===== src/pcc_pkg.sv =====
// pcc_pkg: shared types and constants of the polygon concavity check unit
// no dependencies; imported by every module of the block
`timescale 1ns / 1ps

package pcc_pkg;

    // default coordinate width, signed Q8.8
    localparam int COORD_BITS_DEF = 16;
    // width of the turn threshold register
    localparam int EPS_BITS = 32;
    // result tdata width, one field padded to a byte
    localparam int OUT_DATA_BITS = 8;

    // turns evaluated per vertex: one running, two wrap-around at face end
    localparam int TURN_COUNT = 3;
    localparam int TURN_RUN = 0;
    localparam int TURN_WRAP_LAST = 1;
    localparam int TURN_WRAP_FIRST = 2;

    // vertex count codes, count saturates at COUNT_FULL
    localparam logic [2:0] COUNT_EMPTY = 3'd0;
    localparam logic [2:0] COUNT_ONE = 3'd1;
    localparam logic [2:0] COUNT_TRIPLE = 3'd2;
    localparam logic [2:0] COUNT_WRAP = 3'd3;
    localparam logic [2:0] COUNT_FULL = 3'd4;

    // control that travels with a vertex down the pipeline
    typedef struct packed {
        logic                  valid;
        logic                  last;
        logic                  skip;
        logic [TURN_COUNT-1:0] turn_en;
    } t_stage_ctl;

endpackage


===== src/pcc_judge.sv =====
// pcc_judge: threshold register, turn classification, face flags and result register
// depends on pcc_pkg
`timescale 1ns / 1ps

module pcc_judge #(
    parameter int COORD_BITS = pcc_pkg::COORD_BITS_DEF,
    localparam int DW = COORD_BITS + 1,
    localparam int PW = 2 * DW,
    localparam int XW = PW + 1,
    localparam int CW = (XW > pcc_pkg::EPS_BITS + 1) ? XW : pcc_pkg::EPS_BITS + 1
) (
    input  logic                 i_clk,
    input  logic                 i_rst_n,
    input  logic                 i_consume,
    input  logic                 i_out_ready,
    input  pcc_pkg::t_stage_ctl  i_ctl,
    input  logic signed [PW-1:0] i_prod_a [pcc_pkg::TURN_COUNT],
    input  logic signed [PW-1:0] i_prod_b [pcc_pkg::TURN_COUNT],
    input  logic                 i_cfg_we,
    input  logic [pcc_pkg::EPS_BITS-1:0] i_cfg_wdata,
    output logic                 o_valid,
    output logic                 o_concave,
    output logic                 o_skipped
);
    import pcc_pkg::*;

    logic [EPS_BITS-1:0] r_eps;
    logic signed [CW-1:0] eps_pos;
    logic signed [CW-1:0] eps_neg;
    logic signed [XW-1:0] cross_val [TURN_COUNT];
    logic signed [CW-1:0] cross_ext [TURN_COUNT];
    logic [TURN_COUNT-1:0] left_hit;
    logic [TURN_COUNT-1:0] right_hit;
    logic any_left;
    logic any_right;
    logic r_left;
    logic r_right;
    logic r_valid;
    logic r_concave;
    logic r_skipped;

    // compare each enabled cross product against the dead band
    always_comb begin
        eps_pos = $signed(CW'(r_eps));
        eps_neg = -eps_pos;
        for (int k = 0; k < TURN_COUNT; k++) begin
            cross_val[k] = XW'(i_prod_a[k]) - XW'(i_prod_b[k]);
            cross_ext[k] = CW'(cross_val[k]);
            left_hit[k] = i_ctl.turn_en[k] && (cross_ext[k] > eps_pos);
            right_hit[k] = i_ctl.turn_en[k] && (cross_ext[k] < eps_neg);
        end
        any_left = r_left || (|left_hit);
        any_right = r_right || (|right_hit);
    end

    // threshold register
    always_ff @(posedge i_clk) begin
        if (!i_rst_n) begin
            r_eps <= '0;
        end else if (i_cfg_we) begin
            r_eps <= i_cfg_wdata;
        end
    end

    // turn flags of the open face, cleared at face end
    always_ff @(posedge i_clk) begin
        if (!i_rst_n) begin
            r_left <= 1'b0;
            r_right <= 1'b0;
        end else if (i_consume) begin
            if (i_ctl.last) begin
                r_left <= 1'b0;
                r_right <= 1'b0;
            end else begin
                r_left <= any_left;
                r_right <= any_right;
            end
        end
    end

    // result register
    always_ff @(posedge i_clk) begin
        if (!i_rst_n) begin
            r_valid <= 1'b0;
        end else if (i_consume && i_ctl.last) begin
            r_valid <= 1'b1;
        end else if (i_out_ready) begin
            r_valid <= 1'b0;
        end
    end

    always_ff @(posedge i_clk) begin
        if (i_consume && i_ctl.last) begin
            r_concave <= !i_ctl.skip && any_left && any_right;
            r_skipped <= i_ctl.skip;
        end
    end

    assign o_valid = r_valid;
    assign o_concave = r_concave;
    assign o_skipped = r_skipped;

endmodule


===== config.mk =====
export PLATFORM = sky130hd
export DESIGN_NAME = pcc_judge
export DESIGN_NICKNAME = d
export VERILOG_FILES = /design/src/pcc_pkg.sv /design/src/pcc_judge.sv
export SDC_FILE = /design/constraint.sdc
export NUM_CORES = 1
export LEC_CHECK = 0
export BUFFER_PORTS_ARGS = -buffer_cell sky130_fd_sc_hd__buf_2
export CAP_MARGIN = 5
export CORE_ASPECT_RATIO = 2
export CORE_MARGIN = 1
export CORE_UTILIZATION = 45
export CTS_CLUSTER_DIAMETER = 40
export CTS_CLUSTER_SIZE = 12
export DETAILED_ROUTE_END_ITERATION = 8
export PLACE_DENSITY = 0.68
export SETUP_SLACK_MARGIN = 0.3
export SYNTH_ARGS = -nofsm -noshare
export SYNTH_HDL_FRONTEND = slang
export SYNTH_SLANG_ARGS = --single-unit

===== constraint.sdc =====
create_clock -name i_clk -period 7 [get_ports i_clk]
set_clock_uncertainty 0.15 [all_clocks]
set_input_delay 1.05 -clock i_clk [delete_from_list [all_inputs] [get_ports i_clk]]
set_output_delay 1.05 -clock i_clk [all_outputs]
set_load 0.01 [all_outputs]

==> out/qor.csv, run 1 <==
metric,value,unit
core region area,25650,um^2
pin count of the biggest net entering global routing,36,
"EDFF count, synth",2,
port bufs,248,
dpl cells,2105,
Mapped Area,11700,um^2
area growth from synthesis to layout,15.10,%
Yosys reg bits,37,
share of cells above drive strength 1,15.74,%
Final HPWL DP,33220,um
CP arrival,6.25,ns
CTS root buf,clkbuf_16,
max frequency,0.1596,GHz
Die X,116.0,um
fin cells,2115,
ratio of final minimum period to clock period,89.53,%
num rows,83,
Slowest Stage Delay on Critical Path,0.45,ns
status,"complete, no violations",
DR iter-0 viols,472,
initial antenna violation count,3,
Critical Path Start Type,primary input,
worst path bufs/invs,3,
post-route ant nets,0,
Cell Pwr Density,144.2,nW/um^2
"Seq/Total Area, Yosys",6.503,%
first-pass GRT wire length,58350,um
fillers,2637,
clk_lat worst skew,0.29,ns
Avg Synthesized Cell Area,7.636,um^2
Vias/cell,5.817,
"Req. time, crit path",6.98,ns
post-CTS setup buffer count,0,
routed via count,12300,
async set-or-reset flop fraction in the synthesized netlist,0,%
initial core utilization,45.61,%
Least-Margin Pin Slew,0.9509,ns
DIE HEIGHT,230.0,um
CP max stage cell,a221o_1,
Total Routing Usage GR,28.14,%
Max Slew Vio Count,0,
worst-path maximum fanout,5,
GR Overflow Total,0,
syn_nets,2083,
# setup viols final,0,
TritonCTS Buffers,5,
Yosys cell types,70,
Leak,6.985,nW
"Warnings, synthesis",0,
worst setup path category,in -> reg,
Max transition margin,36.61,%
worst-case clock buffer depth,2,
clock slew at reported path FFs,0.06,ns
crit-path most repeated cell,o21ai_0,
HP Class,reg -> reg,
global placer's final weighted congestion,0.9695,
drt first pass iters,5,
Worst VDD drop,0.0001074,V
clock sinks,37,
Main synth FF type,dfxtp_1,
Crit. End Element,register,
vias in the first global route,12360,
minimum clock period,6.267,ns
cell count after synthesis,1532,
Top Family by Delay on Critical Path,compound AO/OA/AOI/OAI gates,
Max H-tree Level,2,
net count reported at finish,2323,
RSZ-0062 raised after global routing,false,
max cap viols,0,
Final Hold Fails,0,
setup TNS,0,ns
CTS tree,built,
WL per Instance,17.68,um
IO Count,250,
Post-Route WL,37390,um
DRC viols,0,
DIE AREA,26680,um^2
## cells in the final DEF (no fill, tap or decap), types with 6 or more instances in the layout
| cell type | instances |
|---|---|
| a211oi_1 | 20 |
| a21o_1 | 71 |
| a21oi_1 | 141 |
| a221o_1 | 7 |
| a31o_2 | 6 |
| a31oi_1 | 13 |
| a41oi_1 | 8 |
| and3_1 | 10 |
| and4_1 | 6 |
| buf_2 | 248 |
| dfxtp_1 | 35 |
| ha_1 | 301 |
| inv_1 | 174 |
| mux2i_1 | 32 |
| nand2_1 | 90 |
| nand2b_1 | 14 |
| nand3_1 | 39 |
| nand4_1 | 38 |
| nor2_1 | 63 |
| nor2b_1 | 54 |
| nor3_1 | 25 |
| nor4_1 | 12 |
| o2111ai_1 | 6 |
| o211ai_1 | 15 |
| o21a_1 | 19 |
| o21ai_0 | 88 |
| o21bai_1 | 25 |
| o31ai_1 | 7 |
| xnor2_1 | 88 |
| xor2_1 | 32 |
## timing repair
item / CTS / global route
endpoints found under the setup margin: 0 / 1
endpoints found under the hold margin: 0 / 0
hold buffers: 0 / 0
gates resized for setup: 0 / 5
## tightest hold or removal path, delay by kind of cell (launching register included)
kind	cells	cell delay, ns
flip-flops	1	0.31
AO/OA/AOI/OAI	1	0.07
AND/OR/NAND/NOR	1	0.06
## through the flow
step                      setup WS (ns)  hold WS (ns)  util, %  area [um^2]  power (mW)
after floorplan                   1.187        0.3326        -        11700       1.280
after detailed placement         0.3368        0.3300    51.89        13310       1.701
after global routing             0.3240        0.3821    52.50        13470       2.139
after global placement           0.3417        0.3139    51.89        13310       1.652
final                            0.7326        0.3367    52.50        13470       1.941
after CTS                        0.5824        0.3404    52.41        13440       1.933
## synth_stat cells, types with 7 or more instances
cell        n  share of area [%]
ha_1      301                 32
inv_1     174                5.6
a21oi_1   143                6.1
nand2_1    90                2.9
o21ai_0    89                3.8
xnor2_1    88                6.6
a21o_1     71                4.6
nor2_1     63                2.0
nor2b_1    54                2.9
nand3_1    39                1.7
nand4_1    38                2.0
dfxtp_1    35                6.0
mux2i_1    32                2.7
xor2_1     32                2.4
nor3_1     25                1.1
o21bai_1   25                1.6
a211oi_1   20                1.3
o21a_1     19                1.2
o211ai_1   15               0.96
nand2b_1   14               0.75
a31oi_1    13               0.70
clkbuf_1   12               0.38
nor4_1     12               0.64
and3_1     10               0.53
a41oi_1     8               0.60
a221o_1     7               0.60
o31ai_1     7               0.45
## flip-flops by register name (all words and copies together) (netlist names)
register,cells
o_skipped,1
o_valid,1
o_concave,1
r_eps,32
r_right,1
r_left,1
## cell type report
class	count	area, um^2	area share, %
multi-input combinational	1306	10240	76.07
sequential	37	760.7	5.650
tap	340	425.4	3.159
clock inverter	1	5.005	0.03717
timing repair buffer	248	1241	9.218
clock buffer	6	128.9	0.9571
inverter	174	653.1	4.850
antenna	3	7.507	0.05575
## routing by layer
layer  up-vias  part of all wire [%]  GRT usage, %
met5         -                     0             0
met2       378                    56         55.43
met1      5633                    33         24.94
li1       6130                     -             -
met4         0                   8.5         22.64
met3       163                   2.7         2.135
## kinds of logic (layout without fill, tap and decap cells)
group / Yosys count / count (layout) / share of synthesized area [%]
and+or+nand+nor: 378 / 378 / 16.71
muxes: 32 / 32 / 2.738
adders and majority gates: 304 / 304 / 32.71
other: 0 / 3 / 0
DFF: 37 / 37 / 6.503
xor gates and xnor gates: 120 / 120 / 8.984
buffers and inverters: 189 / 429 / 6.064
AOI/OAI and AO/OA: 472 / 472 / 26.30
## report_power, final
| part | leakage (nW) | total (mW) | internal, mW | switching, mW |
|---|---|---|---|---|
| logic | 6.61 | 1.48 | 0.632 | 0.850 |
| registers | 0.308 | 0.242 | 0.226 | 0.0155 |
| clock network | 0.0667 | 0.218 | 0.129 | 0.0888 |
| total | 6.99 | 1.94 | 0.987 | 0.954 |
## final timing paths
| kind | depth (start not counted) | slack [ns] | end | startpoint |
|---|---|---|---|---|
| setup / recovery | 26 | 0.73 | o_concave | i_prod_a[0] |
| hold / removal | 2 | 0.34 | o_valid | o_valid |
| setup reg to reg | 19 | 1.31 | o_concave | r_eps[10] |
| hold reg to reg | 2 | 0.34 | o_valid | o_valid |
(Power assumes the default switching activity.)
==> inputs of run 2 (changes only) <==
--- a/config.mk
+++ b/config.mk
@@ -9,11 +9,11 @@
 export CAP_MARGIN = 5
 export CORE_ASPECT_RATIO = 2
 export CORE_MARGIN = 1
-export CORE_UTILIZATION = 45
+export CORE_UTILIZATION = 52
 export CTS_CLUSTER_DIAMETER = 40
 export CTS_CLUSTER_SIZE = 12
 export DETAILED_ROUTE_END_ITERATION = 8
-export PLACE_DENSITY = 0.68
+export PLACE_DENSITY = 0.8
 export SETUP_SLACK_MARGIN = 0.3
 export SYNTH_ARGS = -nofsm -noshare
 export SYNTH_HDL_FRONTEND = slang
==> constraint.sdc (replaced) <==
create_clock -name i_clk -period 5.1 [get_ports i_clk]
set_clock_uncertainty 0.15 [all_clocks]
set_input_delay 0.765 -clock i_clk [delete_from_list [all_inputs] [get_ports i_clk]]
set_output_delay 0.765 -clock i_clk [all_outputs]
set_load 0.01 [all_outputs]
==> out/qor.csv, run 2 (synthesis results as in run 1) <==
metric,value,unit,change
dpl cells,2245,,+6.7%
WHS,0.3390,ns,+0.002336 ns
WL per Instance,17.49,um,-1.1%
max FFs per register,32,,unchanged
Max H-tree Level,2,,unchanged
share of cells above drive strength 1,26.33,%,+11 points
CP arrival,5.27,ns,-0.98 ns
num rows,77,,-7.2%
CTS tree,built,,
final instance area,15190,um^2,+13%
TritonCTS Buffers,5,,unchanged
ratio of final minimum period to clock period,105.4,%,
drt first pass iters,7,,+2
port bufs,248,,unchanged
worst-path maximum fanout,3,,-2
core region area,22060,um^2,-14%
status,"finished, violations left",,
clk_lat worst skew,0.29,ns,about the same
minimum clock period,5.374,ns,
Total Routing Usage GR,33.89,%,+5.7 points
post-route ant nets,0,,unchanged
Crit. End Element,register,,
initial core utilization,53.03,%,+7.4 points
Least-Margin Pin Slew,1.001,ns,+0.04997 ns
Cell Pwr Density,199.0,nW/um^2,+38%
IO Count,250,,unchanged
fin cells,2273,,+7.5%
register-to-register setup slack,0.18,ns,-1.13 ns
sequential cell area,760.7,um^2,unchanged
Worst Setup SP,i_prod_a[0],,
global placer's final weighted congestion,0.9864,,+1.7%
pin count of the biggest net entering global routing,36,,unchanged
clock sinks,37,,unchanged
Comb pwr share,78.9,%,+2.6 points
Clk pwr share,10.0,%,-1.2 points
Max Slew Vio Count,0,,unchanged
net count reported at finish,2541,,+9.4%
first-pass GRT wire length,62270,um,+6.7%
area growth from synthesis to layout,29.84,%,
worst setup path category,in -> reg,,
HP Class,reg -> reg,,
vias in the first global route,14070,,+14%
final worst slack,-0.2740,ns,-1.007 ns
worst reg2reg path depth,19,,unchanged
CTS root buf,clkbuf_16,,
Critical R2R Launch,r_eps[10],,
Die X,108.1,um,-6.9%
reg2reg end,o_concave,,
setup TNS,-0.3963,ns,-0.3963 ns
DIE AREA,23140,um^2,-13%
failing checks,negative setup slack,,
Worst VDD drop,0.0001978,V,+84%
initial antenna violation count,7,,+4
Leak,8.066,nW,+15%
"commonest non-fill, non-tap cell in the layout",ha_1,,
dpl cell area,14860,um^2,+12%
routed via count,13670,,+11%
max cap viols,0,,unchanged
area of the multi-input gates,10380,um^2,+1.3%
RSZ-0062 raised after global routing,true,,
max frequency,0.1861,GHz,
sequential share of power,11.0,%,-1.5 points
# setup viols final,3,,+3
"Req. time, crit path",4.99,ns,-1.99 ns
Int Power,1.611,mW,+63%
Critical Path Start Type,primary input,,
DRC viols,0,,unchanged
most frequent cells in the layout,"ha_1, buf_2, buf_4",,
DIE HEIGHT,214.1,um,-6.9%
Post-Route WL,39750,um,+6.3%
Top reg by flops,r_eps,,
CP endpoint,o_concave,,
clock slew at reported path FFs,0.06,ns,about the same
Final Hold Fails,0,,unchanged
Sw Pwr,1.412,mW,+48%
GR Overflow Total,0,,unchanged
fillers,1865,,-29%
DR iter-0 viols,651,,+38%
Sw Ratio,46.72,%,-2.4 points
Max transition margin,33.28,%,-3.3 points
worst-case clock buffer depth,2,,unchanged
Final HPWL DP,34640,um,+4.3%
Vias/cell,6.014,,+3.4%
CTS Hold Bufs,0,,unchanged
## run 2: changes by cell type in the layout (fill, tap and decap cells not counted), moves of 4 or more
cell	previous run	this run
a211oi_1	20	16
a211oi_2	1	5
buf_4	0	217
diode_2	3	7
o21ai_0	88	77
o21ai_1	1	8
o21ai_2	0	4
## run 2: area by class of cell
class	count	area share, %
inverters	174	4.382
diodes	7	0.1153
well taps	276	2.273
clock buffers	6	0.8484
repair buffers	466	19.04
flip-flops and latches	37	5.008
clock inverters	1	0.03295
multi-input cells	1306	68.30
## run 2: power groups by stage
stage / Combinational [mW] / Clock, mW / Sequential (mW)
after floorplan: 1.44 / 0 / 0.331
after global placement: 2.18 / 0 / 0.337
after CTS: 2.34 / 0.303 / 0.332
after global routing: 2.63 / 0.319 / 0.335
final: 2.39 / 0.304 / 0.334
after detailed placement: 2.28 / 0 / 0.338
## run 2: per-layer routing
layer	vias up	global-route usage [%]	share of wire [%]	wire length, um
met3	261	3.222	4.0	1585
met5	-	0	0	0
met1	6281	28.55	32	12530
met2	547	65.22	54	21360
met4	0	32.65	11	4276
li1	6580	-	-	-
## run 2: worst min-delay path by stage
| stage | from | to | slack, ns | cells after the start |
|---|---|---|---|---|
| after floorplan | r_eps[11] | r_eps[11] | 0.33 | 2 |
| after global placement | o_valid | o_valid | 0.31 | 2 |
| after detailed placement | o_valid | o_valid | 0.33 | 2 |
| after CTS | o_valid | o_valid | 0.34 | 2 |
| after global routing | o_valid | o_valid | 0.36 | 2 |
| final | o_valid | o_valid | 0.34 | 2 |
## run 2: timing repair
| item | 4_1_cts | 5_1_grt |
|---|---|---|
| pin swaps | 19 | 4 |
| endpoints found under the setup margin | 3 | 3 |
| buffers inserted | 12 | 2 |
| gates resized for setup | 16 | 6 |
## run 2: worst max-delay path, stage by stage
cell and delay (ns):
buf_8 0.11, inv_12 0.04, ha_4 0.13, inv_2 0.04, fa_2 0.34, a211oi_2 0.22
o21ai_1 0.13, a221o_1 0.36, a21oi_2 0.19, o21ai_2 0.08, a221o_1 0.36, a31o_2 0.26
nand3_2 0.09, o21ai_2 0.06, xor2_1 0.18, ha_1 0.33, nand2_2 0.08, buf_6 0.12
nor4_4 0.22, nand4_1 0.21, buf_4 0.20, buf_4 0.12, o22ai_1 0.16, a311oi_1 0.11
buf_4 0.16, nor3_4 0.15, nor3b_2 0.08
## run 2: metrics by stage
| stage | setup WS (ns) | power [mW] | utilization [%] |
|---|---|---|---|
| floorplan | -0.1330 | 1.772 | - |
| global placement | -0.4878 | 2.516 | 67.36 |
| detailed placement | -0.5955 | 2.623 | 67.36 |
| CTS | -0.1983 | 2.974 | 68.64 |
| global route | -0.5047 | 3.284 | 68.85 |
| finish | -0.2740 | 3.023 | 68.85 |
==> inputs of run 3 (changes only) <==
--- a/config.mk
+++ b/config.mk
@@ -13,6 +13,7 @@
 export CTS_CLUSTER_DIAMETER = 40
 export CTS_CLUSTER_SIZE = 12
 export DETAILED_ROUTE_END_ITERATION = 8
+export MAX_ROUTING_LAYER = met4
 export PLACE_DENSITY = 0.8
 export SETUP_SLACK_MARGIN = 0.3
 export SYNTH_ARGS = -nofsm -noshare
==> out/qor.csv, run 3 (synthesis results as in run 1) <==
metric,value,unit,change
Worst VDD drop,0.0001588,V,-20%
first-pass GRT wire length,62390,um,+0.19%
Leak,8.087,nW,+0.26%
"commonest non-fill, non-tap cell in the layout",ha_1,,
worst-case clock buffer depth,2,,unchanged
WL per Instance,17.65,um,+0.90%
sequential share of power,10.9,%,about the same
Clk pwr share,10.3,%,+0.3 points
DR iter-0 viols,566,,-13%
max cap viols,0,,unchanged
"Req. time, crit path",4.99,ns,about the same
most frequent cells in the layout,"ha_1, buf_2, buf_4",,
Crit. End Element,register,,
hold path cells,2,,unchanged
Int Power,1.623,mW,+0.78%
worst setup path category,in -> reg,,
initial core utilization,53.03,%,unchanged
num rows,77,,unchanged
final instance area,15260,um^2,+0.44%
vias in the first global route,13870,,-1.4%
Max transition margin,33.97,%,+0.69 points
dpl cells,2250,,+0.22%
Final Hold Fails,0,,unchanged
IO Count,250,,unchanged
Total Routing Usage GR,34.93,%,+1.0 points
fillers,1896,,+1.7%
core region area,22060,um^2,unchanged
fin cells,2273,,unchanged
Sw Pwr,1.425,mW,+0.92%
Critical Path Start Type,primary input,,
DIE AREA,23140,um^2,unchanged
post-route ant nets,0,,unchanged
RSZ-0062 raised after global routing,true,,
# setup viols final,3,,unchanged
Final HPWL DP,35120,um,+1.4%
Cell Pwr Density,199.8,nW/um^2,+0.40%
CTS tree,built,,
final worst slack,-0.1630,ns,+0.1110 ns
clock slew at reported path FFs,0.06,ns,about the same
worst reg2reg path depth,19,,unchanged
area growth from synthesis to layout,30.42,%,
Sw Ratio,46.75,%,about the same
net count reported at finish,2541,,unchanged
GR Overflow Total,0,,unchanged
ratio of final minimum period to clock period,103.2,%,-2.2 points
CP arrival,5.15,ns,-0.12 ns
pin count of the biggest net entering global routing,36,,unchanged
routed via count,13500,,-1.2%
DIE HEIGHT,214.1,um,unchanged
Post-Route WL,40110,um,+0.90%
max frequency,0.1900,GHz,+2.1%
Comb pwr share,78.8,%,about the same
DRC viols,0,,unchanged
CTS root buf,clkbuf_16,,
failing checks,negative setup slack,,
global placer's final weighted congestion,0.9878,,+0.14%
dpl cell area,14900,um^2,+0.25%
clock sinks,37,,unchanged
TritonCTS Buffers,5,,unchanged
clk_lat worst skew,0.29,ns,about the same
Max Slew Vio Count,0,,unchanged
Vias/cell,5.941,,-1.2%
drt first pass iters,5,,-2
Setup Slack @ Placement,-0.6620,ns,-0.06656 ns
HP Class,reg -> reg,,
worst-path maximum fanout,3,,unchanged
share of cells above drive strength 1,26.82,%,+0.49 points
Die X,108.1,um,unchanged
setup TNS,-0.2803,ns,+0.1160 ns
minimum clock period,5.263,ns,-0.1110 ns
max FFs per register,32,,unchanged
CTS Hold Bufs,0,,unchanged
port bufs,248,,unchanged
status,"finished, violations left",,
Top reg by flops,r_eps,,
initial antenna violation count,6,,-1
Least-Margin Pin Slew,0.9905,ns,-0.01034 ns
Max H-tree Level,2,,unchanged
-- run 3: power groups by stage --
stage	sequential, mW	combinational [mW]	clock, mW
2_1_floorplan	0.331	1.44	0
3_3_place_gp	0.336	2.21	0
3_5_place_dp	0.337	2.30	0
4_1_cts	0.331	2.35	0.314
5_1_grt	0.334	2.65	0.323
6_report	0.332	2.40	0.314
-- run 3: what timing repair did --
action	4_1_cts	5_1_grt
pin swaps	23	17
resized for setup	22	15
setup buffers	6	3
endpoints found under the hold margin	0	0
endpoints found under the setup margin	3	3
-- run 3: final cells by class --
class / instances / area [um^2] / area share (%)
multi-input cells: 1306 / 10440 / 68.43
flip-flops and latches: 37 / 760.7 / 4.986
repair buffers: 466 / 2892 / 18.95
well taps: 276 / 345.3 / 2.263
clock inverters: 2 / 10.01 / 0.06561
diodes: 6 / 15.01 / 0.09841
clock buffers: 6 / 128.9 / 0.8447
inverters: 174 / 665.6 / 4.363
-- run 3: per-stage QoR --
step / util, % / total power [mW] / hold slack [ns]
floorplan: - / 1.772 / 0.3326
global placement: 67.53 / 2.545 / 0.3193
detailed placement: 67.53 / 2.633 / 0.3497
CTS: 68.76 / 2.996 / 0.3640
global route: 69.15 / 3.309 / 0.3923
finish: 69.15 / 3.049 / 0.3554
-- run 3: worst max-delay path, cell delays in order --
cell and delay, ns:
buf_8 0.11, inv_12 0.04, ha_4 0.13, inv_2 0.03, fa_2 0.36, a211oi_4 0.28, o21ai_2 0.09, a221o_1 0.35
a21oi_2 0.17, o21ai_2 0.07, a221o_1 0.34, a31o_2 0.26, nand3_2 0.10, nand2_2 0.07, xor2_2 0.16, ha_1 0.33
buf_4 0.12, nand4_1 0.10, or4_4 0.55, o41ai_2 0.42, nand3_1 0.14, nor3b_2 0.18
-- run 3: path summary, 6_finish.rpt --
check,slack (ns),startpoint,to
hold reg to reg,0.36,o_valid,o_valid
hold / removal,0.36,o_valid,o_valid
setup / recovery,-0.16,i_prod_a[0],o_concave
setup reg to reg,0.11,r_eps[3],o_concave
-- run 3: metal layers --
metal	wire length, um	vias to the layer above	global-route usage [%]
li1	-	6566	-
met3	1392	250	2.553
met1	12810	6198	28.83
met4	3799	0	29.04
met5	0	-	-
met2	22110	489	67.30
