### src/pcc_pkg.sv
// pcc_pkg: shared types and constants of the polygon concavity check unit
// no dependencies; imported by every module of the block
`timescale 1ns / 1ps

package pcc_pkg;

    // default coordinate width, signed Q8.8
    localparam int COORD_BITS_DEF = 16;
    // width of the turn threshold register
    localparam int EPS_BITS = 32;
    // result tdata width, one field padded to a byte
    localparam int OUT_DATA_BITS = 8;

    // turns evaluated per vertex: one running, two wrap-around at face end
    localparam int TURN_COUNT = 3;
    localparam int TURN_RUN = 0;
    localparam int TURN_WRAP_LAST = 1;
    localparam int TURN_WRAP_FIRST = 2;

    // vertex count codes, count saturates at COUNT_FULL
    localparam logic [2:0] COUNT_EMPTY = 3'd0;
    localparam logic [2:0] COUNT_ONE = 3'd1;
    localparam logic [2:0] COUNT_TRIPLE = 3'd2;
    localparam logic [2:0] COUNT_WRAP = 3'd3;
    localparam logic [2:0] COUNT_FULL = 3'd4;

    // control that travels with a vertex down the pipeline
    typedef struct packed {
        logic                  valid;
        logic                  last;
        logic                  skip;
        logic [TURN_COUNT-1:0] turn_en;
    } t_stage_ctl;

endpackage

### src/pcc_front.sv
// pcc_front: vertex history of the current face and edge vector stage
// depends on pcc_pkg
`timescale 1ns / 1ps

module pcc_front #(
    parameter int COORD_BITS = pcc_pkg::COORD_BITS_DEF,
    localparam int DW = COORD_BITS + 1
) (
    input  logic                   i_clk,
    input  logic                   i_rst_n,
    input  logic                   i_accept,
    input  logic                   i_advance,
    input  logic signed [COORD_BITS-1:0] i_vertex_x,
    input  logic signed [COORD_BITS-1:0] i_vertex_y,
    input  logic                   i_last,
    output pcc_pkg::t_stage_ctl    o_ctl,
    output logic signed [DW-1:0]   o_abx [pcc_pkg::TURN_COUNT],
    output logic signed [DW-1:0]   o_aby [pcc_pkg::TURN_COUNT],
    output logic signed [DW-1:0]   o_bcx [pcc_pkg::TURN_COUNT],
    output logic signed [DW-1:0]   o_bcy [pcc_pkg::TURN_COUNT]
);
    import pcc_pkg::*;

    logic [2:0] r_count;
    logic [2:0] n_count;
    logic signed [COORD_BITS-1:0] r_first_x, r_first_y;
    logic signed [COORD_BITS-1:0] r_second_x, r_second_y;
    logic signed [COORD_BITS-1:0] r_older_x, r_older_y;
    logic signed [COORD_BITS-1:0] r_newer_x, r_newer_y;

    logic signed [COORD_BITS-1:0] a_x [TURN_COUNT];
    logic signed [COORD_BITS-1:0] a_y [TURN_COUNT];
    logic signed [COORD_BITS-1:0] b_x [TURN_COUNT];
    logic signed [COORD_BITS-1:0] b_y [TURN_COUNT];
    logic signed [COORD_BITS-1:0] c_x [TURN_COUNT];
    logic signed [COORD_BITS-1:0] c_y [TURN_COUNT];

    t_stage_ctl r_ctl;
    t_stage_ctl n_ctl;
    logic signed [DW-1:0] r_abx [TURN_COUNT];
    logic signed [DW-1:0] r_aby [TURN_COUNT];
    logic signed [DW-1:0] r_bcx [TURN_COUNT];
    logic signed [DW-1:0] r_bcy [TURN_COUNT];

    // corner triples: running turn and the two closing turns of the face
    always_comb begin
        a_x[TURN_RUN] = r_older_x;         a_y[TURN_RUN] = r_older_y;
        b_x[TURN_RUN] = r_newer_x;         b_y[TURN_RUN] = r_newer_y;
        c_x[TURN_RUN] = i_vertex_x;        c_y[TURN_RUN] = i_vertex_y;
        a_x[TURN_WRAP_LAST] = r_newer_x;   a_y[TURN_WRAP_LAST] = r_newer_y;
        b_x[TURN_WRAP_LAST] = i_vertex_x;  b_y[TURN_WRAP_LAST] = i_vertex_y;
        c_x[TURN_WRAP_LAST] = r_first_x;   c_y[TURN_WRAP_LAST] = r_first_y;
        a_x[TURN_WRAP_FIRST] = i_vertex_x; a_y[TURN_WRAP_FIRST] = i_vertex_y;
        b_x[TURN_WRAP_FIRST] = r_first_x;  b_y[TURN_WRAP_FIRST] = r_first_y;
        c_x[TURN_WRAP_FIRST] = r_second_x; c_y[TURN_WRAP_FIRST] = r_second_y;
    end

    // turn enables and face bookkeeping
    always_comb begin
        n_ctl = '0;
        n_ctl.valid = i_accept;
        n_ctl.last = i_last;
        n_ctl.skip = i_last && (r_count < COUNT_WRAP);
        n_ctl.turn_en[TURN_RUN] = (r_count >= COUNT_TRIPLE);
        n_ctl.turn_en[TURN_WRAP_LAST] = i_last && (r_count >= COUNT_WRAP);
        n_ctl.turn_en[TURN_WRAP_FIRST] = i_last && (r_count >= COUNT_WRAP);
        if (i_last) begin
            n_count = COUNT_EMPTY;
        end else if (r_count >= COUNT_WRAP) begin
            n_count = COUNT_FULL;
        end else begin
            n_count = r_count + 3'd1;
        end
    end

    // control registers
    always_ff @(posedge i_clk) begin
        if (!i_rst_n) begin
            r_count <= COUNT_EMPTY;
            r_ctl <= '0;
        end else begin
            if (i_accept) begin
                r_count <= n_count;
            end
            if (i_advance) begin
                r_ctl <= n_ctl;
            end
        end
    end

    // vertex history and edge vectors
    always_ff @(posedge i_clk) begin
        if (i_accept) begin
            if (r_count == COUNT_EMPTY) begin
                r_first_x <= i_vertex_x;
                r_first_y <= i_vertex_y;
            end
            if (r_count == COUNT_ONE) begin
                r_second_x <= i_vertex_x;
                r_second_y <= i_vertex_y;
            end
            r_older_x <= r_newer_x;
            r_older_y <= r_newer_y;
            r_newer_x <= i_vertex_x;
            r_newer_y <= i_vertex_y;
            for (int k = 0; k < TURN_COUNT; k++) begin
                r_abx[k] <= DW'(b_x[k]) - DW'(a_x[k]);
                r_aby[k] <= DW'(b_y[k]) - DW'(a_y[k]);
                r_bcx[k] <= DW'(c_x[k]) - DW'(b_x[k]);
                r_bcy[k] <= DW'(c_y[k]) - DW'(b_y[k]);
            end
        end
    end

    assign o_ctl = r_ctl;
    assign o_abx = r_abx;
    assign o_aby = r_aby;
    assign o_bcx = r_bcx;
    assign o_bcy = r_bcy;

endmodule

### config.mk
export PLATFORM = sky130hd
export DESIGN_NAME = pcc_front
export DESIGN_NICKNAME = d
export VERILOG_FILES = /design/src/pcc_pkg.sv /design/src/pcc_front.sv
export SDC_FILE = /design/constraint.sdc
export NUM_CORES = 1
export LEC_CHECK = 0
export BUFFER_PORTS_ARGS = -buffer_cell sky130_fd_sc_hd__buf_2
export CELL_PAD_IN_SITES_DETAIL_PLACEMENT = 1
export CELL_PAD_IN_SITES_GLOBAL_PLACEMENT = 1
export CORE_ASPECT_RATIO = 1.1
export CORE_UTILIZATION = 47
export CTS_BUF_LIST = sky130_fd_sc_hd__clkbuf_8
export DETAILED_ROUTE_END_ITERATION = 7
export GPL_ROUTABILITY_DRIVEN = 0
export PLACE_DENSITY_LB_ADDON = 0.1
export RECOVER_POWER = 100
export SETUP_SLACK_MARGIN = 0.15
export SLEW_MARGIN = 20
export SYNTH_ARGS = -nofsm -noshare
export SYNTH_HDL_FRONTEND = slang
export SYNTH_SLANG_ARGS = --single-unit
### constraint.sdc
create_clock -name i_clk -period 3.4 [get_ports i_clk]
set_clock_uncertainty 0.05 [all_clocks]
set_input_delay 0.34 -clock i_clk [delete_from_list [all_inputs] [get_ports i_clk]]
set_output_delay 0.34 -clock i_clk [all_outputs]
set_load 0.05 [all_outputs]
==> results.yml, run 1 <==
cts:
  clock_sinks: 272
  tritoncts_buffers: 49
  cts_root_buffer: "sky130_fd_sc_hd__clkbuf_8"
  clk_transition_reported_paths_ps: 60
  clock_tree_from_tritoncts: "done"
  max-clock-path-buffers: 3
  worstSkewPairLatency_ps: 580
  htreeDepth: 2
  post_cts.resized_instances: 0
finish:
  number_of_cells_in_the_finished_layout_apart_from_fillers: 2080
  area_growth_syn_to_layout_pct: 14.1
  finalCoreUtilization_pct: 54.5
  antenna_cells_inserted: 0
  nNetsFinal: 1792
  filler_cell_count: 3666
  layout-drive-gt1-share_pct: 4.96
  postLayoutCellArea_um2: 17700
synthesis:
  synth_area_per_cell_um2: 11.3
  postSynthRegisterBits: 272
  synth-edff-count: 264
  post_synth_inst_count: 1367
  ys_seq_area_share_pct: 52.3
  syn_nets: 1545
  synth_most_common_cell: "sky130_fd_sc_hd__edfxtp_1"
  synth.cells.most_frequent: "sky130_fd_sc_hd__edfxtp_1, sky130_fd_sc_hd__inv_1, sky130_fd_sc_hd__ha_1"
  post_syn_area_um2: 15500
  synth_cell_type_count: 73
  synth-async-reset-ratio_pct: 0
  synth_area_leaders: "sky130_fd_sc_hd__edfxtp_1, sky130_fd_sc_hd__ha_1, sky130_fd_sc_hd__inv_1, sky130_fd_sc_hd__xnor2_1, sky130_fd_sc_hd__buf_4"
  synth_flop_cell: "sky130_fd_sc_hd__edfxtp_1"
  biggest_area_consumer_among_synthesized_cells: "sky130_fd_sc_hd__edfxtp_1"
  synth_warnings: 0
  synthDominantCellAreaShare_pct: 51.2
drt:
  drtPass1Iterations: 6
  detailroute.via_count: 11100
  wl_per_cell_um: 17.9
  routed_wl_mm: 37.3
  via_per_inst: 5.35
  postRouteAntennaNets: 0
  initialDrtViolationCount: 434
  drc: 0
sta:
  report.final.slew_viol_count: 225
  setup_repair_after_global_routing_missed_its_margin: "false"
  worst_pin_slew_ps: 2480
  timing.slew.headroom_pct: -65.2
  finalSetupViolations: 0
  layout_worst_path_cycle_share_pct: 93.9
  setup_total_negative_slack_ps: 0
  timing.final.crit_period_ps: 3190
  hold_slack_ps: 242
  hold_viol: 0
  setup_slack_ps: 209
  maxClockFrequency_mhz: 313
setup_path:
  critical_path_arrival_ps: 3520
  worstSetupStartpoint: "r_second_y[0]"
  worst_r2r_startpoint: "r_second_y[0]"
  critPathKind: "flop to flop"
  timing.critical_path.required_ps: 3730
  timing.critical_path.fanout_max: 4
  cp-start-kind: "flop"
  end_kind: "flop"
global_routing:
  maximum_number_of_pins_on_one_net_before_global_route_repair: 96
  via_count_of_the_first_global_routing_pass: 11600
  tot_gr_track_use_pct: 22.0
  grt_first_pass_wirelength_mm: 58.1
  global_route.overflow_total: 0
  antenna_found_initial: 0
run_status:
  result_of_the_run: "finished, violations left"
  violated_checks: "max-capacitance violations, max-slew violations"
placement:
  dp_hpwl_mm: 27.3
  preCtsSetupSlack_ps: 397
  io_buffer_count: 246
  placedInstanceArea_um2: 16700
  numPlacedInstances: 1953
floorplan:
  top_level_ports: 247
  dieWidth_um: 175
  floorplan.initialDensity_pct: 47.8
  fp-row-count: 69
  dieHeight_um: 192
  die-area_um2: 33700
  core_area_um2: 32400
min_path:
  timing.hold.worst.class: "input pin to flop"
  timing.hold.worst.start: "i_accept"
pwr:
  vdd_ir_drop_max_uv: 342
  leakage_nw: 7.19
  pwr_density_cell_nw_per_um2: 600
  total_power_mw: 10.6
job:
  drv_cap: 4
## timing repair
item | CTS | global route
hold endpoints to repair | 104 | 0
buffers inserted | 0 | 0
hold buffers | 36 | 0
setup endpoints to repair | 0 | 0
## routing by layer
layer | up-vias | share of wire [%] | GRT usage, %
met4 | 0 | 3.3 | 8.96
met2 | 249 | 53 | 42.0
li1 | 5362 | - | -
met5 | - | 0 | 0
met3 | 89 | 3.5 | 3.23
met1 | 5425 | 40 | 24.4
## worst max-delay path, cell delays in order (launching register included)
cell and delay, ps:
sky130_fd_sc_hd__edfxtp_1 370, sky130_fd_sc_hd__inv_1 70, sky130_fd_sc_hd__ha_1 190, sky130_fd_sc_hd__fa_1 270
sky130_fd_sc_hd__nor2b_4 60, sky130_fd_sc_hd__o31a_1 280, sky130_fd_sc_hd__o311a_1 350, sky130_fd_sc_hd__o41ai_1 920
sky130_fd_sc_hd__a221oi_2 130, sky130_fd_sc_hd__a211oi_1 290
## worst paths after layout
kind	endpoint	slack (ps)	cells past startpoint
setup reg to reg	o_bcy[16]	210	9
hold / removal	r_newer_y[9]	240	1
hold reg to reg	o_ctl[4]	430	2
setup / recovery	o_bcy[16]	210	9
## cells by family after synthesis
logic type / count (synthesis) / synth area share (%)
xor+xnor: 86 / 4.87
mux: 4 / 0.259
flops: 272 / 52.3
buf+inv: 268 / 8.18
compound gates: 314 / 13.6
simple gates: 282 / 9.03
fa+ha+maj: 141 / 11.8
## final cells by class
class | count | area [um2] | share of cell area [%]
flip-flops and latches | 272 | 8090 | 45.8
multi-input cells | 827 | 6080 | 34.5
repair buffers | 287 | 1320 | 7.48
clock buffers | 59 | 812 | 4.60
inverters | 177 | 664 | 3.76
well taps | 426 | 533 | 3.02
clock inverters | 32 | 155 | 0.879
## layout by cell type, fill, tap and decap left out, types with 10 or more instances in the layout
cell type                       instances
sky130_fd_sc_hd__a211oi_1              10
sky130_fd_sc_hd__a21o_1                24
sky130_fd_sc_hd__a21oi_1               85
sky130_fd_sc_hd__a31oi_1               11
sky130_fd_sc_hd__and3_1                12
sky130_fd_sc_hd__clkbuf_1             244
sky130_fd_sc_hd__clkbuf_8              60
sky130_fd_sc_hd__clkinv_1              12
sky130_fd_sc_hd__dlygate4sd3_1         36
sky130_fd_sc_hd__edfxtp_1             264
sky130_fd_sc_hd__ha_1                 133
sky130_fd_sc_hd__inv_1                191
sky130_fd_sc_hd__nand2_1               54
sky130_fd_sc_hd__nand2b_1              25
sky130_fd_sc_hd__nand3_1               24
sky130_fd_sc_hd__nor2_1                83
sky130_fd_sc_hd__nor2b_1               26
sky130_fd_sc_hd__nor3_1                15
sky130_fd_sc_hd__o211ai_1              10
sky130_fd_sc_hd__o21a_1                24
sky130_fd_sc_hd__o21ai_0               64
sky130_fd_sc_hd__o31a_1                10
sky130_fd_sc_hd__xnor2_1               63
sky130_fd_sc_hd__xor2_1                23
## where the power goes
part	switching, mW	total (mW)	internal (mW)
Combinational	2.42	3.23	0.811
Clock	1.39	3.04	1.64
Sequential	0.168	4.33	4.16
Total	3.98	10.6	6.62
## registers in the layout, summed over array words and instances, names as in the netlist
name and cells:
r_newer_y 16, r_older_x 16, o_bcy 34, r_second_x 16, o_bcx 51, r_older_y 16
r_first_x 16, o_abx 17, r_newer_x 16, r_second_y 16, o_ctl 5, r_count 3
r_first_y 16, o_aby 34
(Power assumes the default switching activity.)
==> run 2, diff against run 1 <==
- CORE_MARGIN: unset -> 3
==> run 2 against run 1 <==
  * The flow still finishes with violations (max-capacitance violations, max-slew violations)
  * Count of clock-buffer cells in the layout fell by 8
  * Combinational power is essentially flat
  * Via count decreased by 0.41%
  * Critical path type is now input pin to flop
==> results.yml, run 2 (synthesized netlist as in run 1, its figures left out) <==
sta:
  setup_repair_after_global_routing_missed_its_margin: "false"
  report.final.slew_viol_count: 215
  worst_pin_slew_ps: 2770
  hold_viol: 0
  timing.final.crit_period_ps: 3040
  finalSetupViolations: 0
  maxClockFrequency_mhz: 329
  layout_worst_path_cycle_share_pct: 89.3
  setup_total_negative_slack_ps: 0
  timing.slew.headroom_pct: -84.7
global_routing:
  tot_gr_track_use_pct: 21.3
  via_count_of_the_first_global_routing_pass: 11800
  grt_first_pass_wirelength_mm: 59.3
  maximum_number_of_pins_on_one_net_before_global_route_repair: 109
  antenna_found_initial: 0
  global_route.overflow_total: 0
min_path:
  timing.hold.worst.class: "input pin to flop"
  timing.hold.worst.start: "i_last"
finish:
  layout.cells.most_common_list: "sky130_fd_sc_hd__edfxtp_1, sky130_fd_sc_hd__clkbuf_1, sky130_fd_sc_hd__inv_1, sky130_fd_sc_hd__ha_1, sky130_fd_sc_hd__a21oi_1"
  nNetsFinal: 1791
  final_common_cell: "sky130_fd_sc_hd__edfxtp_1"
  filler_cell_count: 3647
  area_used_by_multi_input_combinational_logic_um2: 6090
  antenna_cells_inserted: 0
  ff_latch_area_um2: 8090
  area_growth_syn_to_layout_pct: 13.3
  postLayoutCellArea_um2: 17500
  layout-drive-gt1-share_pct: 4.26
  largest_register_ff_count: 51
cts:
  worstSkewPairLatency_ps: 560
  htreeDepth: 2
  clock_sinks: 272
  clock_tree_from_tritoncts: "done"
  cts_root_buffer: "sky130_fd_sc_hd__clkbuf_8"
  max-clock-path-buffers: 3
  tritoncts_buffers: 49
  cts_post_setup_buffers_inserted: 0
  clk_transition_reported_paths_ps: 60
floorplan:
  top_level_ports: 247
  die-area_um2: 35100
  floorplan.initialDensity_pct: 47.8
  fp-row-count: 69
  dieWidth_um: 179
  core_area_um2: 32400
  dieHeight_um: 196
drt:
  routed_wl_mm: 37.2
  via_per_inst: 5.35
  wl_per_cell_um: 17.9
  drtPass1Iterations: 4
  drc: 0
  initialDrtViolationCount: 418
  postRouteAntennaNets: 0
  detailroute.via_count: 11100
placement:
  io_buffer_count: 246
  dp_hpwl_mm: 27.8
  placedInstanceArea_um2: 16700
run_status:
  result_of_the_run: "finished, violations left"
  violated_checks: "max-capacitance violations, max-slew violations"
job:
  drv_cap: 4
pwr:
  vdd_ir_drop_max_uv: 448
  leakage_nw: 7.14
  pwr_density_cell_nw_per_um2: 588
setup_path:
  critical_path_arrival_ps: 3280
  worst_r2r_startpoint: "r_newer_y[0]"
  end_kind: "flop"
  timing.critical_path.fanout_max: 5
  cp-start-kind: "input pin"
  critPathKind: "input pin to flop"
  worstSetupStartpoint: "i_vertex_x[6]"
  timing.critical_path.required_ps: 3640
run 2: layout make-up:
type                            instances  share of cell area (%)
Multi-Input combinational cell        827                    34.7
Timing Repair Buffer                  286                    7.46
Sequential cell                       272                    46.1
Clock buffer                           51                    4.00
Clock inverter                         31                   0.849
Tap cell                              426                    3.04
Inverter                              177                    3.79
run 2: timing repair:
action / CTS / global route
endpoints found under the hold margin: 104 / 0
gates resized for setup: 0 / 1
hold buffers: 35 / 0
setup endpoints to repair: 0 / 1
run 2: worst paths after layout:
| path | end | slack, ps | cells past startpoint |
|---|---|---|---|
| max | o_bcx[28] | 360 | 10 |
| min reg2reg | o_ctl[4] | 430 | 2 |
| min | o_ctl[4] | 70 | 3 |
| max reg2reg | o_aby[48] | 520 | 9 |
run 2: metrics by stage:
step	worst slack (ps)	power [mW]	cells	hold slack, ps	utilization, %
6_report	364	10.3	2070	65.6	54.2
5_1_grt	252	10.9	2070	69.5	54.2
4_1_cts	349	10.5	2070	7.36	55.3
3_5_place_dp	272	7.70	1953	419	51.6
3_3_place_gp	472	7.62	1953	414	51.6
2_1_floorplan	832	7.00	1367	379	-
run 2: worst max-delay path, cell delays in order:
cell and delay, ps:
sky130_fd_sc_hd__dlygate4sd3_1 520, sky130_fd_sc_hd__clkbuf_1 290, sky130_fd_sc_hd__inv_1 90, sky130_fd_sc_hd__ha_1 360
sky130_fd_sc_hd__a21oi_1 290, sky130_fd_sc_hd__nand2_1 100, sky130_fd_sc_hd__o21ai_1 390, sky130_fd_sc_hd__o21bai_1 160
sky130_fd_sc_hd__mux2i_1 140, sky130_fd_sc_hd__a2111oi_0 580
run 2: where the power goes:
part	internal [mW]	switching [mW]
Sequential	4.16	0.169
Clock	1.44	1.33
Combinational	0.810	2.41
Total	6.42	3.90
run 2: per-layer routing:
metal | wire length, um | vias up | share of wire, % | GRT usage, %
met1 | 14300 | 5386 | 39 | 23.7
met4 | 1000 | 0 | 2.7 | 6.52
li1 | - | 5352 | - | -
met3 | 1800 | 74 | 4.8 | 3.72
met2 | 20000 | 267 | 54 | 40.6
met5 | 0 | - | 0 | 0
==> run 3, diff against run 2 <==
- CORE_UTILIZATION: 47 -> 25
==> run 3 against run 2 <==
  * The run still ends with max-capacitance violations, max-slew violations left
  * Sequential power about the same
  * Critical path depth unchanged
  * Setup slack better by 88 ps
  * Core utilization down 24 points
  * Maximum frequency up 3.0%
  * Wire length up 16%
  * Non-clock buffer count up 8
  * Critical endpoint unchanged
  * Power up 4.2%
  * Largest cell class unchanged
  * Largest power group unchanged
  * Flip-flop and latch count unchanged
  * Combinational power up 2%
  * Design area up 3.9%
  * Die area up 85%
==> results.yml, run 3 (synthesized netlist as in run 1, its figures left out) <==
finish:
  finalCoreUtilization_pct: 29.8
  layout-drive-gt1-share_pct: 5.28
  area_growth_syn_to_layout_pct: 17.8
  largest_register_ff_count: 51
  layout.cells.most_common_list: "sky130_fd_sc_hd__edfxtp_1, sky130_fd_sc_hd__clkbuf_1, sky130_fd_sc_hd__inv_1, sky130_fd_sc_hd__ha_1, sky130_fd_sc_hd__a21oi_1"
  nNetsFinal: 1803
  final_common_cell: "sky130_fd_sc_hd__edfxtp_1"
sta:
  finalSetupViolations: 0
  setup_repair_after_global_routing_missed_its_margin: "false"
  timing.slew.headroom_pct: -32.5
  worst_pin_slew_ps: 1990
  maxClockFrequency_mhz: 339
  setup_total_negative_slack_ps: 0
  report.final.slew_viol_count: 179
  layout_worst_path_cycle_share_pct: 86.7
  hold_viol: 0
  timing.final.crit_period_ps: 2950
setup_path:
  critical_path.slowest_cell: "sky130_fd_sc_hd__o21ai_0"
  timing.rr.end: "o_bcx[16]"
  critical-path-max-stage-delay_ps: 540
  cp-start-kind: "input pin"
  timing.critical_path.required_ps: 3760
  timing.critical_path.fanout_max: 6
  worst_r2r_startpoint: "r_first_x[0]"
  critical_path_arrival_ps: 3310
  reg_to_reg_slack_setup_ps: 520
  crit_chain: "dlygate4sd3_1, clkbuf_1, inv_1, ha_1, nor2b_1, o31a_1, o21ai_0, o21bai_1, mux2i_1, a2111oi_0"
  end_kind: "flop"
  critPathKind: "input pin to flop"
  worstRegToRegCells: 8
global_routing:
  tot_gr_track_use_pct: 13.2
  via_count_of_the_first_global_routing_pass: 11900
  global_route.overflow_total: 0
  maximum_number_of_pins_on_one_net_before_global_route_repair: 106
  antenna_found_initial: 1
  grt_first_pass_wirelength_mm: 67.3
drt:
  routed_wl_mm: 43.1
  m1WireLength_mm: 16.9
  dr_wl_met3_mm: 1.91
  wl_per_cell_um: 17.3
  maxUsedRoutingLayer: "met4"
  detailroute.via_count: 10900
  drtPass1Iterations: 4
  via_per_inst: 4.38
  drc: 0
  initialDrtViolationCount: 282
  postRouteAntennaNets: 0
  met2_wirelength_mm: 23.2
placement:
  io_buffer_count: 246
  dp_hpwl_mm: 32.6
floorplan:
  dieWidth_um: 243
  dieHeight_um: 267
  floorplan.initialDensity_pct: 25.3
  top_level_ports: 247
  fp-row-count: 95
  core_area_um2: 61200
  die-area_um2: 64900
cts:
  post_cts.resized_instances: 0
  cts_post_setup_buffers_inserted: 0
  clk_transition_reported_paths_ps: 60
  clock_tree_from_tritoncts: "done"
  max-clock-path-buffers: 3
  cts_root_buffer: "sky130_fd_sc_hd__clkbuf_8"
  clock_sinks: 272
  tritoncts_buffers: 53
  htreeDepth: 2
  worstSkewPairLatency_ps: 630
min_path:
  timing.hold.worst.class: "flop to flop"
  min_path_cells: 2
  timing.hold.worst.start: "o_ctl[4]"
  holdPathEnd: "o_ctl[4]"
pwr:
  pwr_density_cell_nw_per_um2: 590
  vdd_ir_drop_max_uv: 264
  leakage_nw: 7.20
run_status:
  violated_checks: "max-capacitance violations, max-slew violations"
  result_of_the_run: "finished, violations left"
job:
  drv_cap: 1
-- run 3: cell count changes in the layout (fill, tap and decap cells not counted), sizes merged --
| cell | before | now |
|---|---|---|
| dlygate4sd3 | 35 | 37 |
| clkbuf | 299 | 307 |
| clkinv | 11 | 30 |
| clkinvlp | 1 | 2 |
| bufinv | 1 | 2 |
| diode | 0 | 2 |
| inv | 195 | 186 |
-- run 3: worst max path at each step --
stage / from / end / slack (ps) / cells after the start
after CTS: r_first_x[0] / o_bcx[16] / 510 / 8
after global routing: r_newer_y[0] / o_aby[48] / 230 / 10
after floorplan: r_first_x[0] / o_bcx[16] / 830 / 8
after global placement: i_vertex_x[0] / o_bcx[31] / 460 / 9
final: i_vertex_x[1] / o_bcx[28] / 450 / 10
after detailed placement: r_newer_y[0] / o_aby[48] / 510 / 10
-- run 3: layout make-up --
| type | instances | area [um2] |
|---|---|---|
| Antenna cell | 2 | 5.00 |
| Clock buffer | 53 | 729 |
| Clock inverter | 43 | 244 |
| Fill cell | 6995 | 43000 |
| Inverter | 177 | 664 |
| Multi-Input combinational cell | 827 | 6100 |
| Sequential cell | 272 | 8090 |
| Tap cell | 824 | 1030 |
| Timing Repair Buffer | 294 | 1360 |
-- run 3: metal layers --
layer  GRT usage, %  up-vias
met5              0        -
met4           4.30        0
met3           2.98       81
met2           25.7      196
met1           14.1     5255
li1               -     5392
-- run 3: per-stage QoR --
stage               area [um2]  hold WS, ps  power (mW)  setup slack [ps]  std cells
floorplan                15500          379        7.00               832       1367
global placement         17300          417        7.79               464       2357
detailed placement       17300          420        7.81               509       2357
CTS                      18600          364        11.2               506       2490
global route             18200          454        11.4               226       2492
finish                   18200          430        10.8               452       2492
-- run 3: power by group --
group / switching (mW) / internal [mW] / leakage, nW / total, mW
sequential: 0.177 / 4.16 / 2.62 / 4.34
combinational: 2.46 / 0.817 / 4.04 / 3.28
clock: 1.53 / 1.61 / 0.533 / 3.14
total: 4.17 / 6.59 / 7.20 / 10.8
-- run 3: worst max-delay path: cells and delay by family --
family          cells  cell delay (ps)
buf+inv             3              980
compound gates      4             1390
simple gates        1              140
fa+ha+maj           1              300
mux                 1              150
-- run 3: repair_timing --
| action | in CTS | in global routing |
|---|---|---|
| hold buffers | 37 | 0 |
| endpoints found under the hold margin | 118 | 0 |
| endpoints found under the setup margin | 0 | 0 |
